===== src/rtl/psm_pkg.sv =====
package psm_pkg;

  localparam int SLOT_W  = 4;
  localparam int TIME_W  = 63;
  localparam int WIN_W   = 32;
  localparam int LIMIT_W = 8;
  localparam int TOTAL_W = 32;
  localparam int CODE_W  = 2;
  localparam int MASK_W  = 16;
  localparam int MISS_W  = 8;

  localparam int APB_AW       = 5;
  localparam int APB_DW       = 64;
  localparam int REG_ADDR_LSB = 3;

  localparam logic [1:0] REG_SYNC_WINDOW   = 2'd0;
  localparam logic [1:0] REG_BAD_LIMIT     = 2'd1;
  localparam logic [1:0] REG_STALE_TIMEOUT = 2'd2;

  localparam logic [CODE_W-1:0] SYNC_UNKNOWN = 2'd0;
  localparam logic [CODE_W-1:0] SYNC_GOOD    = 2'd1;
  localparam logic [CODE_W-1:0] SYNC_LOST    = 2'd2;

  localparam logic [WIN_W-1:0]   SYNC_WINDOW_RST   = 32'd30000;
  localparam logic [LIMIT_W-1:0] BAD_LIMIT_RST     = 8'd20;
  localparam logic [TIME_W-1:0]  STALE_TIMEOUT_RST = 63'd120000000000;

  localparam logic [MISS_W-1:0]  MISS_MAX  = '1;
  localparam logic [TOTAL_W-1:0] TOTAL_MAX = '1;

  typedef struct packed {
    logic [SLOT_W-1:0] slot;
    logic [TIME_W-1:0] stamp;
    logic              is_pulser;
    logic              first_of_event;
    logic              last_of_event;
  } in_t;

  typedef struct packed {
    logic [SLOT_W-1:0]  out_slot;
    logic [CODE_W-1:0]  sync_code;
    logic [TOTAL_W-1:0] total_events;
    logic               sync_reset;
    logic [MASK_W-1:0]  stale_mask;
  } out_t;

  typedef struct packed {
    logic carry;
    logic zero;
    logic lt;
  } alu_flags_t;

endpackage


===== src/rtl/psm_alu.sv =====
module psm_alu (
  input  logic [psm_pkg::TIME_W-1:0] opa,
  input  logic [psm_pkg::TIME_W-1:0] opb,
  input  logic                       sub,
  input  logic [psm_pkg::TIME_W:0]   limit,
  output psm_pkg::alu_flags_t        flags
);

  localparam int W = psm_pkg::TIME_W + 1;

  logic [W-1:0] a_ext;
  logic [W-1:0] b_ext;
  logic [W-1:0] b_op;
  logic [W:0]   sum;

  assign a_ext = {1'b0, opa};
  assign b_ext = {1'b0, opb};
  assign b_op  = sub ? ~b_ext : b_ext;
  assign sum   = {1'b0, a_ext} + {1'b0, b_op} + {{W{1'b0}}, sub};

  assign flags.carry = sum[W];
  assign flags.zero  = (sum[W-1:0] == '0);
  assign flags.lt    = (sum[W-1:0] < limit);

endmodule


===== config.mk =====
export PLATFORM = sky130hd
export DESIGN_NAME = psm_alu
export DESIGN_NICKNAME = d
export VERILOG_FILES = /design/src/rtl/psm_pkg.sv /design/src/rtl/psm_alu.sv
export SDC_FILE = /design/constraint.sdc
export NUM_CORES = 1
export LEC_CHECK = 0
export BUFFER_PORTS_ARGS = -buffer_cell sky130_fd_sc_hd__clkbuf_2
export CAP_MARGIN = 25
export CORE_ASPECT_RATIO = 0.5
export CORE_MARGIN = 1
export CORE_UTILIZATION = 60
export DETAILED_ROUTE_END_ITERATION = 12
export PLACE_DENSITY = 0.95
export SLEW_MARGIN = 20
export SYNTH_ARGS = -nofsm -noshare
export SYNTH_HDL_FRONTEND = slang
export SYNTH_SLANG_ARGS = --single-unit

===== constraint.sdc =====
create_clock -name vclk -period 8.13
set_input_delay 0.813 -clock vclk [all_inputs]
set_output_delay 0.813 -clock vclk [all_outputs]
set_load 0.02 [all_outputs]

After elaboration in Yosys (flattened, before gate mapping)
Index checks and enable logic that the tools add are counted.

cells by class
  add/sub/neg operators = 2
  magnitude comparators = 1
  multiplexer cells = 1
  bitwise gates (word level) = 1
  reductions and logical operators = 1

operator list
  cell                     count
  adder 63 x 64 -> 65 bit  1
  adder 65 x 1 -> 65 bit   1
  zero test 64 bit         1
  < comparator 64 bit      1
  2-to-1 mux 64 bit        1
  inverter 63 -> 64 bit    1

word-level totals
  bits in registers = 0
  bits of input ports = 191
  word-level logic and storage cells = 6

Depth between registers and ports, before layout
  depth in word-level cells = 5
  mapped depth = 26

Worst setup path before layout
No wires, ideal clock.

  path type = in2out
  start point = input sub
  end point = output flags[0] (netlist bit)
  arrival = 5.545 ns
  required time = 7.317 ns
  slack = 1.772 ns
  cell stages on the path = 22
  buffers on the path = 3
  path through = buf_1 buf_1 xor2_1 ha_1 buf_4 nand4_2 or3_4 a221oi_4 a22oi_4 o311ai_0 a21oi_1 xnor2_1 ha_1 nor2b_1 o21ai_0 nand2b_1 a21oi_1 nor2b_1 o21ai_0 nand2b_1 a221o_1 a21oi_1

RTL lines
  item         RTL line      RTL
  from (decl)  psm_alu.sv:4  input logic sub,
  to (decl)    psm_alu.sv:6  output psm_pkg::alu_flags_t flags

==> results.txt <==
The layout overhead on the synthesized area was 15.0%; the data arrival time of the worst path was 6.14 ns. The commonest cells after synthesis are sky130_fd_sc_hd__ha_1 (126), sky130_fd_sc_hd__xor2_1 (93), sky130_fd_sc_hd__a21oi_1 (91), sky130_fd_sc_hd__inv_1 (79), sky130_fd_sc_hd__nand2_1 (72). Net switching power: 0.579 mW. The post-synthesis simple-gate area fraction was 21.9%; the critical-path maximum fanout was 35. By area, the combinational part of the netlist is dominated by compound AO/OA/AOI/OAI gates. The logs give 0 for the setup violation total in the final timing report and 0 for the number of maximum-capacitance violations. The number of buffer and inverter instances along the worst setup path was 3. The transition time at the pin with the least slew margin is 0.755 ns, and the gate count of the mapped netlist is 939.

Of the synthesized area, sequential elements account for 0%. The wire length on met2 is 9630 um. Critical path start-end classification: input pin to output pin.

The tools report the number of filler cells placed in the layout as 842. Counting stages on the worst path, the most repeated cell is sky130_fd_sc_hd__a21oi_1. The flow ran to the end, and the final reports show no timing, DRC or antenna violations. Timing would allow up to 144 MHz. IR analysis of the VDD net gives a maximum drop of 89.5 uV. Number of antenna violations at the first check in global routing: 0. Source of the worst hold timing path: opa[62].

The HPWL after detailed placement is 18,900 um. Power spread over the standard cell area amounts to 128 nW/um2. The total grt overflow was 0; the portion of netlist area occupied by mux cells was 0.324%. The tools report the logic gate share of total power as 100.0%.

The number of nets in the synthesized netlist is 1,257. The final estimated routing congestion in global placement came out at 1.02. The worst path needs 6.96 ns of the cycle, external delays included. The die covers 11,400 um2. Net switching is 60.1% of the power. Of the total synthesized cell area, the portion taken by XOR and XNOR cells is 15.6%. Summing the areas of all compound-gate instances in the mapped netlist gives 30.7% of the synthesized area.

Max-slew violation count: 0. Final hold analysis gives a worst-case slack of 2.19 ns. The clock network is responsible for 0% of the overall power. STA classifies the critical path endpoint as an output pin.

Of the cells placed in the final design, the portion with a size suffix greater than 1 is 20.1%. Delay of the slowest cell on the worst path: 0.52 ns. The die is 76.0 um tall. The highest metal layer carrying signal wires in the routed design is met4.

The tools report the count of boundary I/O pins as 194. The number of sequential cells came out at 0. After synthesis, the cell types taking the most area are sky130_fd_sc_hd__ha_1 (24%), sky130_fd_sc_hd__xor2_1 (12%), sky130_fd_sc_hd__a21oi_1 (6.9%), sky130_fd_sc_hd__inv_1 (4.5%), sky130_fd_sc_hd__o21ai_0 (4.5%).

The worst setup path is launched from an input pin. Once placement completed, the tool counted placed cells totaling 1,241. The pin count of the biggest net entering global routing came out at 36.

The run gives 0 as the total of warnings raised by yosys. Sequential share of power: 0%. Number of placement rows: 26.

Global routing used 36.4% of the available tracks across all layers. The net count of the finished layout was 1,421. After synthesis the cells add up to 6570 um2. The area of the core is 10,400 um2.

STA puts the critical path data required time at 7.32 ns. The class of the tightest hold or removal check was input pin to output pin. The number of global-route vias before repair was 7,320. The slowest stage of the critical path belongs to the cell sky130_fd_sc_hd__buf_4. Excluding fillers, the count of instances in the completed layout stands at 1,241. The final critical path takes up 85.6% of the cycle. Registers take 0 um2. Summed over all layers, the routed wires come to 21,900 um. The tools report the number of DRC violations after detailed-routing iteration 0 as 641. A synthesized cell averages 6.99 um2. The die is 150 um wide.

Detailed route wirelength on metal3: 1810 um. In this run, post-CTS hold repair placed 0 buffers. The internal power of the cells totals 0.385 mW. Counting distinct cell types in the post-synthesis netlist gives 79. The clock buffer count is 0.

For the number of inserted diodes, the log shows 0. The number of port buffers was 194; the total count of hold-check failures in the final report was 0. Headroom to the max-slew limit came out at 48.4%. Most common cell in the synthesized netlist: sky130_fd_sc_hd__ha_1.

The average detailed-routed wire length per instance is 17.6 um. In the routed design, unresolved DRC markers number 0. Of the total synthesized cell area, the portion taken by full adders, half adders and majority gates is 24.3%.

The first global-routing pass estimated 34,000 um of wire. The summed negative setup slack over all endpoints came out at 0 ns. Detail-routed via count per cell: 6.32. Setup repair after global routing left no endpoint under its margin. Walking the worst path, the cells encountered are buf_4 -> buf_4 -> xor2_1 -> ha_1 -> a21oi_1 -> nand2_1 -> o21ai_0 -> a21oi_1 -> nor3_1 -> o22ai_1 -> o32ai_1 -> o21ai_1 -> a311o_1 -> ha_1 -> nand4_1 -> nor2_1 -> nand2_1 -> or4_1 -> o21ai_0 -> a21oi_1 -> clkbuf_2.

The path with the worst hold slack has its endpoint at flags[2]. Once the clock tree was built, the setup fixing pass inserted 0 buffers. The total number of vias is 7,838, and the worst hold path stage count is 5. In the final routing, the length of wire on met1 measures 9840 um. In this run the static leakage power is 3.91 nW.

Before antenna repair, the detailed router went through 6 iterations. The count of nets left with antenna violations once routing finished came out at 0. The tools report the count of instances resized after the clock tree is built as 0. Once the floorplan was initialized, standard cells occupied 63.1% of the core. On the critical path the largest part of the delay comes from compound AO/OA/AOI/OAI gates. After synthesis, the largest area contributor takes up 24.0% of total cell area.

The biggest area contributor in the post-synthesis netlist is sky130_fd_sc_hd__ha_1.
## stage by stage
step           power (mW)  setup slack (ns)  utilization [%]  instance area (um2)
3_5_place_dp        0.927              1.27             72.5                 7550
2_1_floorplan       0.672              1.77                -                 6570
3_3_place_gp        0.901              1.34             72.5                 7550
6_report            0.964              1.17             72.5                 7550
5_1_grt              1.05             0.800             72.5                 7550
4_1_cts             0.935              1.26             72.5                 7550
## power by group through the flow
stage	Combinational [mW]	Clock, mW	Sequential, mW
final	0.964	0	0
after global routing	1.05	0	0
after CTS	0.935	0	0
after detailed placement	0.927	0	0
after global placement	0.901	0	0
after floorplan	0.672	0	0
## worst max-delay path by stage
stage	cells after the start	endpoint	slack, ns	start
finish	21	flags[0]	1.17	sub
CTS	21	flags[0]	1.26	sub
floorplan	22	flags[0]	1.77	sub
global route	26	flags[0]	0.80	sub
detailed placement	21	flags[0]	1.27	sub
global placement	26	flags[0]	1.34	sub
## metal layers
layer	up-vias	GRT usage [%]
met5	-	0
met4	0	9.39
met3	67	2.83
met2	437	60.8
met1	3565	49.9
li1	3769	-
## area by class of cell
class	count	area (um2)	area share (%)
multi-input cells	827	6100	80.8
repair buffers	195	981	13.0
well taps	140	175	2.32
inverters	79	297	3.93
## layout by cell type (no fill, tap or decap), drive strengths merged, types with 9 or more instances in the layout
cell / synthesis / routed
nor4: 9 / 9
nand2b: 16 / 16
and3: 9 / 9
o211ai: 11 / 11
inv: 79 / 79
nand3: 15 / 15
clkbuf: 14 / 193
nand2: 72 / 72
nor2b: 14 / 14
nor2: 41 / 41
a21o: 34 / 34
o21ai: 73 / 73
a21oi: 99 / 99
or4: 9 / 9
a211oi: 11 / 11
nor3: 25 / 25
o21a: 13 / 13
ha: 126 / 126
or3: 10 / 10
nand4: 32 / 32
o21bai: 11 / 11
xor2: 93 / 93
xnor2: 24 / 24
## cell families after synthesis
logic type	count (synthesis)
xor gates and xnor gates	117
buffers and inverters	112
adders and majority gates	127
and+or+nand+nor	273
AOI/OAI and AO/OA	308
muxes	2
## tightest hold or removal path: stages
cell and delay [ns]:
sky130_fd_sc_hd__clkbuf_2 0.09, sky130_fd_sc_hd__ha_1 0.16, sky130_fd_sc_hd__nand2_1 0.05, sky130_fd_sc_hd__o21ai_0 0.08, sky130_fd_sc_hd__clkbuf_2 0.18
No activity file was read; power rests on OpenSTA's default activity.
